==> config.mk <==
export PLATFORM = sky130hd
export DESIGN_NAME = postfix_expression_evaluator
export DESIGN_NICKNAME = d
export VERILOG_FILES = /design/src/hdl/rpn_pkg.sv /design/src/hdl/postfix_expression_evaluator.sv
export SDC_FILE = /design/constraint.sdc
export NUM_CORES = 1
export LEC_CHECK = 0
export BUFFER_PORTS_ARGS = -buffer_cell sky130_fd_sc_hd__buf_2
export CAP_MARGIN = 30
export CORE_MARGIN = 3
export CORE_UTILIZATION = 35
export DETAILED_ROUTE_END_ITERATION = 6
export PLACE_DENSITY_LB_ADDON = 0.15
export SLEW_MARGIN = 20
export SYNTH_ARGS = -nofsm -noshare
export SYNTH_HDL_FRONTEND = slang
export SYNTH_SLANG_ARGS = --single-unit
==> constraint.sdc <==
create_clock -name clk_i -period 15.5 [get_ports clk_i]
set_clock_uncertainty 0.15 [all_clocks]
set_input_delay 0 -clock clk_i [delete_from_list [all_inputs] [get_ports clk_i]]
set_output_delay 0 -clock clk_i [all_outputs]
set_load 0.01 [all_outputs]
==> src/hdl/rpn_pkg.sv <==
// Package for the postfix expression evaluator: sizes, token codes, status codes.
// No dependencies. Used by postfix_expression_evaluator.
package rpn_pkg;

  localparam int unsigned STACK_DEPTH = 16;
  localparam int unsigned VALUE_WIDTH = 32;

  localparam int unsigned LEVEL_W  = $clog2(STACK_DEPTH + 1);
  localparam int unsigned ADDR_W   = $clog2(STACK_DEPTH);
  localparam int unsigned CNT_W    = $clog2(VALUE_WIDTH);
  localparam int unsigned ADD_W    = VALUE_WIDTH + 2;
  localparam int unsigned TOKEN_W  = 8;
  localparam int unsigned OUT_W    = 32;
  localparam int unsigned STATUS_W = 3;

  localparam logic [TOKEN_W-1:0] CHAR_ZERO  = 8'h30;
  localparam logic [TOKEN_W-1:0] CHAR_NINE  = 8'h39;
  localparam logic [TOKEN_W-1:0] CHAR_PLUS  = 8'h2B;
  localparam logic [TOKEN_W-1:0] CHAR_MINUS = 8'h2D;
  localparam logic [TOKEN_W-1:0] CHAR_SLASH = 8'h2F;

  typedef enum logic [STATUS_W-1:0] {
    ST_OK    = 3'd0,
    ST_EMPTY = 3'd1,
    ST_UNDER = 3'd2,
    ST_OVER  = 3'd3,
    ST_DIVZ  = 3'd4
  } status_e;

  typedef logic [VALUE_WIDTH-1:0] value_t;

endpackage

==> src/hdl/postfix_expression_evaluator.sv <==
// Postfix (RPN) expression evaluator: operand stack, sequencer and one shared adder.
// Depends on rpn_pkg.
//
//   channel | direction | handshake                  | payload
//   --------+-----------+----------------------------+-----------------------
//   input   | in        | in_valid_i / in_ready_o    | token_i[7:0], last_i
//   result  | out       | out_valid_o / out_ready_i  | value_o[31:0], status_o[2:0]
//
// A digit is pushed directly; '+' and '-' load both operands, add and push;
// multiply and divide run shift-add and restoring-divide loops, one bit a cycle
// through the shared adder. An underflow, an overflow, a zero divisor or any
// token after an error sets or keeps the error and ends the token.
// Reset (rst_ni low) empties the stack and clears the error; no clearing pass.
// in_ready_o is high only between tokens. The result register holds a beat
// while out_ready_i is low; a last token then waits for it before finishing.
module postfix_expression_evaluator
  import rpn_pkg::*;
(
  input  logic                clk_i,
  input  logic                rst_ni,
  input  logic                in_valid_i,
  output logic                in_ready_o,
  input  logic [TOKEN_W-1:0]  token_i,
  input  logic                last_i,
  output logic                out_valid_o,
  input  logic                out_ready_i,
  output logic [OUT_W-1:0]    value_o,
  output logic [STATUS_W-1:0] status_o
);

  localparam int unsigned W = VALUE_WIDTH;
  localparam logic [CNT_W-1:0]   CNT_LAST   = CNT_W'(W - 1);
  localparam logic [LEVEL_W-1:0] LEVEL_FULL = LEVEL_W'(STACK_DEPTH);

  typedef enum logic [3:0] {
    S_IDLE,   // waiting for a token
    S_LOAD,   // operands a and b arrive from the stack
    S_ADD,    // add or subtract
    S_MUL,    // shift-add multiply, one bit a cycle
    S_ABS_B,  // |b|
    S_ABS_A,  // |a|
    S_DIV,    // restoring divide, one quotient bit a cycle
    S_NEG_Q,  // sign fix of quotient
    S_PUSH,   // result onto the stack
    S_DONE    // end of token, result beat on last
  } state_e;

  state_e              state_q;
  logic [LEVEL_W-1:0]  level_q;
  status_e             err_q;
  logic [TOKEN_W-1:0]  tok_q;
  logic                last_q;
  value_t              x_q;     // b, then dividend/quotient, then result
  value_t              y_q;     // a, then divisor magnitude / multiplier
  value_t              rem_q;   // remainder or product accumulator
  value_t              top_q;   // copy of the top entry
  logic                sign_q;
  logic [CNT_W-1:0]    cnt_q;
  logic                out_valid_q;
  logic [OUT_W-1:0]    value_q;
  status_e             status_q;

  // operand stack: one write port, two registered read ports
  value_t              stack_mem [STACK_DEPTH];
  value_t              rd_a_q;
  value_t              rd_b_q;
  logic                mem_we;
  logic [ADDR_W-1:0]   mem_waddr;
  value_t              mem_wdata;
  logic [ADDR_W-1:0]   addr_a;
  logic [ADDR_W-1:0]   addr_b;

  logic                in_digit;
  value_t              digit_val;
  logic                is_add;
  logic                is_sub;
  logic                is_div;
  logic                out_load;

  // shared adder
  logic [W:0]          op_x;
  logic [W:0]          op_y;
  logic                cin;
  logic [ADD_W-1:0]    sum;
  logic                carry;
  value_t              sum_lo;

  assign in_ready_o = (state_q == S_IDLE);
  assign in_digit   = (token_i >= CHAR_ZERO) && (token_i <= CHAR_NINE);
  // ASCII digits have their value in the low nibble
  assign digit_val  = W'(token_i[3:0]);
  assign is_add     = (tok_q == CHAR_PLUS);
  assign is_sub     = (tok_q == CHAR_MINUS);
  assign is_div     = (tok_q == CHAR_SLASH);
  assign out_load   = (state_q == S_DONE) && last_q && (!out_valid_q || out_ready_i);

  assign addr_a = ADDR_W'(level_q - LEVEL_W'(1));
  assign addr_b = ADDR_W'(level_q - LEVEL_W'(2));

  always_comb begin
    mem_we    = 1'b0;
    mem_waddr = level_q[ADDR_W-1:0];
    mem_wdata = digit_val;
    if (state_q == S_PUSH) begin
      mem_we    = 1'b1;
      mem_wdata = x_q;
    end else if (state_q == S_IDLE && in_valid_i && err_q == ST_OK && in_digit
                 && level_q != LEVEL_FULL) begin
      mem_we = 1'b1;
    end
  end

  always_ff @(posedge clk_i) begin
    if (mem_we) begin
      stack_mem[mem_waddr] <= mem_wdata;
    end
    rd_a_q <= stack_mem[addr_a];
    rd_b_q <= stack_mem[addr_b];
  end

  // operand select for the shared adder; subtraction is x + ~y + 1
  always_comb begin
    op_x = '0;
    op_y = '0;
    cin  = 1'b0;
    unique case (state_q)
      S_ADD: begin
        op_x = {1'b0, x_q};
        op_y = is_sub ? ~{1'b0, y_q} : {1'b0, y_q};
        cin  = is_sub;
      end
      S_MUL: begin
        op_x = {1'b0, rem_q[W-2:0], 1'b0};
        op_y = y_q[W-1] ? {1'b0, x_q} : '0;
      end
      S_ABS_B, S_NEG_Q: begin
        op_y = ~{1'b0, x_q};
        cin  = 1'b1;
      end
      S_ABS_A: begin
        op_y = ~{1'b0, y_q};
        cin  = 1'b1;
      end
      S_DIV: begin
        op_x = {rem_q, x_q[W-1]};
        op_y = ~{1'b0, y_q};
        cin  = 1'b1;
      end
      default: ;
    endcase
    sum = {1'b0, op_x} + {1'b0, op_y} + ADD_W'(cin);
  end

  assign carry  = sum[ADD_W-1];   // set when trial subtract does not borrow
  assign sum_lo = sum[W-1:0];

  always_ff @(posedge clk_i or negedge rst_ni) begin
    if (!rst_ni) begin
      state_q     <= S_IDLE;
      level_q     <= '0;
      err_q       <= ST_OK;
      tok_q       <= '0;
      last_q      <= 1'b0;
      x_q         <= '0;
      y_q         <= '0;
      rem_q       <= '0;
      top_q       <= '0;
      sign_q      <= 1'b0;
      cnt_q       <= '0;
      out_valid_q <= 1'b0;
      value_q     <= '0;
      status_q    <= ST_OK;
    end else begin
      // a new result beat may replace one taken at the same edge
      if (out_load) begin
        out_valid_q <= 1'b1;
      end else if (out_valid_q && out_ready_i) begin
        out_valid_q <= 1'b0;
      end
      unique case (state_q)
        S_IDLE: begin
          if (in_valid_i) begin
            tok_q  <= token_i;
            last_q <= last_i;
            if (err_q != ST_OK) begin
              state_q <= S_DONE;
            end else if (in_digit) begin
              if (level_q == LEVEL_FULL) begin
                err_q <= ST_OVER;
              end else begin
                level_q <= level_q + LEVEL_W'(1);
                top_q   <= digit_val;
              end
              state_q <= S_DONE;
            end else if (level_q < LEVEL_W'(2)) begin
              err_q   <= ST_UNDER;
              state_q <= S_DONE;
            end else begin
              state_q <= S_LOAD;
            end
          end
        end
        S_LOAD: begin
          x_q     <= rd_b_q;
          y_q     <= rd_a_q;
          rem_q   <= '0;
          cnt_q   <= '0;
          sign_q  <= rd_b_q[W-1] ^ rd_a_q[W-1];
          level_q <= level_q - LEVEL_W'(2);
          if (is_add || is_sub) begin
            state_q <= S_ADD;
          end else if (is_div) begin
            if (rd_a_q == '0) begin
              err_q   <= ST_DIVZ;
              state_q <= S_DONE;
            end else begin
              state_q <= S_ABS_B;
            end
          end else begin
            state_q <= S_MUL;
          end
        end
        S_ADD: begin
          x_q     <= sum_lo;
          state_q <= S_PUSH;
        end
        S_MUL: begin
          rem_q <= sum_lo;
          y_q   <= {y_q[W-2:0], 1'b0};
          cnt_q <= cnt_q + CNT_W'(1);
          if (cnt_q == CNT_LAST) begin
            x_q     <= sum_lo;
            state_q <= S_PUSH;
          end
        end
        S_ABS_B: begin
          if (x_q[W-1]) begin
            x_q <= sum_lo;
          end
          state_q <= S_ABS_A;
        end
        S_ABS_A: begin
          if (y_q[W-1]) begin
            y_q <= sum_lo;
          end
          state_q <= S_DIV;
        end
        S_DIV: begin
          x_q   <= {x_q[W-2:0], carry};
          rem_q <= carry ? sum_lo : {rem_q[W-2:0], x_q[W-1]};
          cnt_q <= cnt_q + CNT_W'(1);
          if (cnt_q == CNT_LAST) begin
            state_q <= S_NEG_Q;
          end
        end
        S_NEG_Q: begin
          if (sign_q) begin
            x_q <= sum_lo;
          end
          state_q <= S_PUSH;
        end
        S_PUSH: begin
          level_q <= level_q + LEVEL_W'(1);
          top_q   <= x_q;
          state_q <= S_DONE;
        end
        S_DONE: begin
          if (!last_q) begin
            state_q <= S_IDLE;
          end else if (out_load) begin
            if (err_q != ST_OK) begin
              value_q  <= '0;
              status_q <= err_q;
            end else if (level_q == '0) begin
              value_q  <= '0;
              status_q <= ST_EMPTY;
            end else begin
              value_q  <= OUT_W'($signed(top_q));
              status_q <= ST_OK;
            end
            level_q <= '0;
            err_q   <= ST_OK;
            state_q <= S_IDLE;
          end
        end
        default: state_q <= S_IDLE;
      endcase
    end
  end

  assign out_valid_o = out_valid_q;
  assign value_o     = value_q;
  assign status_o    = status_q;

  // stack never grows beyond its depth
  a_level_bound: assert property (@(posedge clk_i) disable iff (!rst_ni)
    level_q <= LEVEL_FULL)
    else $error("stack level beyond depth");

  // a push from the unit always has room
  a_push_room: assert property (@(posedge clk_i) disable iff (!rst_ni)
    (state_q == S_PUSH) |-> (level_q < LEVEL_FULL))
    else $error("push onto full stack");

  // divider invariant
  a_rem_below: assert property (@(posedge clk_i) disable iff (!rst_ni)
    (state_q == S_DIV) |-> (rem_q < y_q))
    else $error("remainder not below divisor");

  // an error is held until the end of the expression
  a_err_held: assert property (@(posedge clk_i) disable iff (!rst_ni)
    (err_q != ST_OK && !out_load) |=> (err_q == $past(err_q)))
    else $error("error code changed mid expression");

  // a result beat empties the stack
  a_clear_after: assert property (@(posedge clk_i) disable iff (!rst_ni)
    out_load |=> (level_q == '0 && err_q == ST_OK && out_valid_o))
    else $error("stack not cleared after result");

  // failing status carries value zero
  a_err_zero: assert property (@(posedge clk_i) disable iff (!rst_ni)
    (out_valid_o && status_o != ST_OK) |-> (value_o == '0))
    else $error("nonzero value with error status");

endmodule
==> metrics.txt, run 1 <==
outcome=completed; HP Start=token_i[4]; Final WS setup=9520 ps; pre-CTS WS=9590 ps; period utilisation layout=0.385; cell family with most CP delay=simple AND/OR/NAND/NOR gates; fin. max-slew vios=0; RSZ-0062 raised after global routing=no; global-route wire length before repair=162000 um; Max Cap Viol=0; Worst path depth=17; IO buf count=49; I/O pin count=50; Worst EP required=15930 ps; Final nets=2436; Critical-path top delay cell=and3_1; Yosys top cell by area=edfxtp_1; clock sink count=767; Final Hold Vio Count=0; FF-to-FF End=rem_q[27]$_DFFE_PN0P_; fin crit period=5980 ps; die height=328 um; Critical path buffers and inverters=3; number of setup buffers added after CTS=0; DRC=0; Primary FF master, synth=edfxtp_1; vias in the first global route=22800; CTS Root Cell=clkbuf_16; via count=22400; Gate Count Post-Synth=2323; global route overflow=0; Clk Latency, worst-skew pair=640 ps; final wirelength=110000 um; R2R depth=17; Worst path most repeated cell=buf_4; DR WL/cell=28.9 um; Async S/R FF share, synth=0.249; DRT iter0 DRCs=2182; total CTS buffers=85; Area Growth Syn to Fin=14.2%; EDFF count, synth=512; die width=328 um; Synth area leaders=edfxtp_1 42%, mux4_2 20%, dfrtp_1 13%; share of the synthesized area in the top cell type=0.425; Final setup viols=0; die area=0.107 mm^2; Startpoint Class=flop; #FFs+latches synth=767; Worst setup startpoint=state_q[1]$_DFFE_PN0P_; Cell Area, Synth=0.0362 mm^2; DR vias/cell=5.86; register area share after synthesis=0.592; GP Congestion=0.863; worst-margin pin slew=1010 ps; CTS tree=built; layout cells sized above 1=0.269; H-tree depth=3; Worst EP arrival=6400 ps; Max Root-Sink Buffers=3; setup TNS=0 ps; most common cell after layout, fill and taps aside=edfxtp_1; DRT Pass-1 Iters=7; Max Clk Rate=167 MHz; core area=0.102 mm^2; CP endpoint=rem_q[27]$_DFFE_PN0P_; Initial Util=0.354; HP Class=in2reg; Pleak=0.0146 uW; fill cell total of the finished layout=9357; R2R Path Start=state_q[1]$_DFFE_PN0P_; Syn Area/Cell=15.6 um^2; CP cell instances=nand2_1, nor3_2, buf_4, nor2b_2, buf_4, a21oi_1, o21ai_0, ha_1, a21oi_1, o211ai_1, nor3_2, nor3_1, a211oi_2, and3_1, buf_4, a22o_1, a21o_1; register-to-register setup slack=9520 ps; Unique masters post-synth=83; Setup crit end kind=flop; commonest cells after routing, fill and taps aside=512 x edfxtp_1, 320 x mux4_2, 189 x dfrtp_1, 142 x nor2_1, 138 x a21oi_1; antenna viol nets, final=0; CP max stage delay=800 ps; HPWL Detailed=63300 um; initial antenna violation count=2; Post-Syn Nets=2379; critical path class=reg2reg; largest net degree at the start of global routing=80; FP Rows=117; clock slew at reported path FFs=60 ps; Cell Pwr Density=222 mW/mm^2; worst-path maximum fanout=34; total track usage=0.207; Warnings, synthesis=0; Peak VDD IR=0.146 mV; Max transition margin=0.322
-- power breakdown --
group          internal, uW  switching (uW)  total [uW]  leakage (uW)
logic                  1870            2160        4030       0.00553
clock network          1210             841        2050       0.00139
registers              2680             427        3100       0.00765
total                  5750            3430        9180        0.0146
-- layout make-up --
cell class / count / area [um^2] / area share
Antenna cell: 2 / 5.00 / 0.000121
Clock buffer: 110 / 2310 / 0.0560
Clock inverter: 48 / 522 / 0.0126
Inverter: 35 / 131 / 0.00318
Multi-Input combinational cell: 1358 / 14200 / 0.342
Sequential cell: 767 / 21400 / 0.519
Tap cell: 1368 / 1710 / 0.0414
Timing Repair Buffer: 133 / 1050 / 0.0254
-- cell families after synthesis --
group                      after synthesis  synth area share
and+or+nand+nor                        424            0.0547
muxes                                  339             0.205
xor gates and xnor gates                31           0.00750
DFF                                    767             0.592
adders and majority gates               43            0.0153
AOI/OAI and AO/OA                      521             0.102
buffers and inverters                  198            0.0234
-- synth_stat cells, drive strengths merged (8+ instances only) --
master / number
nand2: 134
xnor2: 18
xor2: 13
nor2: 152
nand3: 14
clkbuf: 92
mux4: 320
a211oi: 11
buf: 71
dfxtp: 64
a21oi: 147
dfrtp: 191
a221oi: 30
mux2: 16
ha: 41
a22oi: 31
a222oi: 30
o211ai: 12
o21a: 8
o21ai: 100
inv: 35
a21o: 38
edfxtp: 512
and2: 31
a31oi: 9
a22o: 69
nor4: 18
nor3: 29
-- metal layers --
layer	up-vias	global-route usage	wire (um)
li1	9542	-	-
met1	11900	0.290	48200
met2	815	0.330	52200
met3	171	0.0286	6430
met4	2	0.0746	3660
met5	-	0	13
-- registers in the layout (all words and copies together) (netlist names), 3 cells and up --
name	flops
stack_mem	512
rd_a_q	32
rd_b_q	32
rem_q	32
top_q	32
value_o	32
x_q	32
y_q	32
tok_q	8
cnt_q	5
level_q	5
state_q	4
err_q	3
status_o	3
-- worst register-to-register path, stage by stage, from the launching register on --
cell	delay (ps)
dfrtp_1	740
nand2_1	250
nor3_2	170
buf_4	430
nor2b_2	700
buf_4	430
a21oi_1	130
o21ai_0	90
ha_1	380
a21oi_1	230
o211ai_1	160
nor3_2	160
nor3_1	90
a211oi_2	360
and3_1	800
buf_4	390
a22o_1	170
a21o_1	80
-- how the worst min path moves through the flow --
stage | end | cells after the start
after global placement | top_q[11]$_DFFE_PN0P_ | 1
after detailed placement | top_q[11]$_DFFE_PN0P_ | 1
after CTS | err_q[0]$_DFFE_PN0P_ | 4
final | err_q[0]$_DFFE_PN0P_ | 4
after global routing | err_q[0]$_DFFE_PN0P_ | 4
after floorplan | cnt_q[0]$_DFFE_PN0P_ | 0
-- through the flow --
step / instances / hold slack, ps / area [um^2] / utilization / total power [uW]
after floorplan: 2323 / -446 / 36200 / - / 5900
after global placement: 3628 / -106 / 38100 / 0.373 / 7110
after detailed placement: 3630 / -96.9 / 38100 / 0.373 / 7150
after CTS: 3816 / 210 / 41300 / 0.404 / 9250
after global routing: 3819 / 287 / 41300 / 0.404 / 9700
final: 3821 / 267 / 41300 / 0.404 / 9180
-- what timing repair did --
item | 4_1_cts | 5_1_grt
hold buffers | 28 | 0
endpoints found under the hold margin | 128 | 0
gates resized for setup | 0 | 0
Note: power is estimated with default switching activity, not from simulation.
==> inputs of run 2 (changes only) <==
clock period = 5.3 ns   (was 15.5 ns; I/O delays follow)
==> metrics.txt, run 2 (synthesis results as in run 1) <==
Worst setup startpoint=tok_q[4]$_DFFE_PN0P_; M1 wire length=47800 um; Max transition margin=0.224; DR WL met3=6320 um; fin crit period=4750 ps; Worst EP required=5660 ps; Initial Util=0.354; DRT iter0 DRCs=2192; antenna viol nets, final=0; Final Hold Vio Count=0; total CTS buffers=85; core area=0.102 mm^2; outcome=completed; layout cells sized above 1=0.273; Max Cap Viol=0; vias in the first global route=23400; R2R Path Start=tok_q[4]$_DFFE_PN0P_; R2R depth=21; HP Class=in2reg; period utilisation layout=0.897; global route overflow=0; DR WL/cell=28.7 um; DR vias/cell=5.93; FP Rows=117; H-tree depth=3; Pleak=0.0147 uW; FF-to-FF End=rem_q[13]$_DFFE_PN0P_; most common cell after layout, fill and taps aside=edfxtp_1; commonest cells after routing, fill and taps aside=512 x edfxtp_1, 320 x mux4_2, 189 x dfrtp_1, 142 x nor2_1, 138 x a21oi_1; Core Util, Final=0.407; fin. max-slew vios=0; Final Instance Area=0.0416 mm^2; register-to-register setup slack=550 ps; Setup crit end kind=flop; highest metal used=met4; Clk Latency, worst-skew pair=640 ps; number of setup buffers added after CTS=0; CTS Root Cell=clkbuf_16; die height=328 um; die area=0.107 mm^2; Worst Hold Depth=3; worst-margin pin slew=1160 ps; die width=328 um; Cell Pwr Density=651 mW/mm^2; Peak VDD IR=0.631 mV; Worst EP arrival=5120 ps; Most flops, register=stack_mem; Max Root-Sink Buffers=3; CP endpoint=rem_q[13]$_DFFE_PN0P_; HPWL Detailed=66500 um; largest net degree at the start of global routing=136; I/O pin count=50; via count=22800; DRC=0; DRT Pass-1 Iters=6; total track usage=0.205; Final setup viols=0; Final nets=2459; clock slew at reported path FFs=60 ps; final wirelength=110000 um; Max Clk Rate=210 MHz; max FFs per register=512; initial antenna violation count=0; post-cts sizing count=0; fill cell total of the finished layout=9402; GP Congestion=0.913; Area Growth Syn to Fin=14.9%; placed instance area=0.0385 mm^2; RSZ-0062 raised after global routing=no; CTS tree=built; global-route wire length before repair=162000 um; IO buf count=49; critical path class=reg2reg; clock sink count=767; Startpoint Class=flop; DR WL met2=52700 um; worst-path maximum fanout=32
## run 2: changes by cell type in the layout (fill, tap and decap cells not counted), sizes merged
cell | previous run | this run
clkinv | 31 | 27
clkbuf | 110 | 115
buf | 106 | 131
bufinv | 9 | 6
diode | 2 | 1
dlygate4sd3 | 27 | 25
inv | 39 | 38
clkinvlp | 4 | 3
## run 2: cell type report
type	instances	area, um^2	share of cell area
well taps	1368	1710	0.0412
flip-flops and latches	767	21400	0.516
diodes	1	2.50	0.0000602
inverters	35	131	0.00316
repair buffers	156	1400	0.0337
multi-input cells	1358	14100	0.340
clock inverters	39	388	0.00933
clock buffers	115	2350	0.0565
## run 2: report_power, final
group / switching (uW) / total (uW) / leakage (uW) / internal [uW]
registers: 1160 / 8980 / 0.00765 / 7830
logic: 6590 / 12200 / 0.00569 / 5620
clock network: 2450 / 5860 / 0.00134 / 3410
## run 2: worst min path at each step
stage / start / end / slack (ps)
after floorplan: rst_ni / cnt_q[0]$_DFFE_PN0P_ / -450
after global placement: rst_ni / value_o[12]$_DFFE_PN0P_ / -140
after detailed placement: rst_ni / top_q[11]$_DFFE_PN0P_ / -160
after CTS: token_i[4] / err_q[0]$_DFFE_PN0P_ / 150
after global routing: token_i[1] / tok_q[1]$_DFFE_PN0P_ / 180
final: token_i[1] / tok_q[1]$_DFFE_PN0P_ / 180
## run 2: per-stage QoR
step / total power (uW) / cells / TNS, ps / hold slack [ps] / setup slack (ps)
4_1_cts: 27300 / 3837 / 0 / 150 / 526
2_1_floorplan: 17300 / 2323 / -193200 / -446 / -757
3_5_place_dp: 21300 / 3657 / 0 / -160 / 563
3_3_place_gp: 21200 / 3655 / 0 / -144 / 504
6_report: 27000 / 3839 / 0 / 185 / 547
5_1_grt: 28500 / 3838 / 0 / 182 / 171
## run 2: what timing repair did
action	in CTS	in global routing
hold buffers	26	0
hold endpoints to repair	222	0
endpoints found under the setup margin	0	0
## run 2: routing by layer
layer  global-route usage  vias to the layer above
met5                    0                        -
met4               0.0689                        0
met3               0.0274                      168
met2                0.334                      835
met1                0.284                    12200
li1                     -                     9599
## run 2: worst max-delay path: stages, from the launching register on
cell      delay [ps]
dfrtp_1          370
nand4b_1         160
nor3_1           350
nand2_1          100
nor2_1           320
nor2_1            70
o22ai_1          140
nand2_1           70
buf_4            250
o21ai_0          340
ha_1             290
a21oi_1          220
nor3b_2          110
o211ai_2         200
o211ai_4         150
o211ai_2         220
a21boi_2          90
or2_1            390
buf_4            250
buf_4            150
a22oi_2          140
nand2_1           90
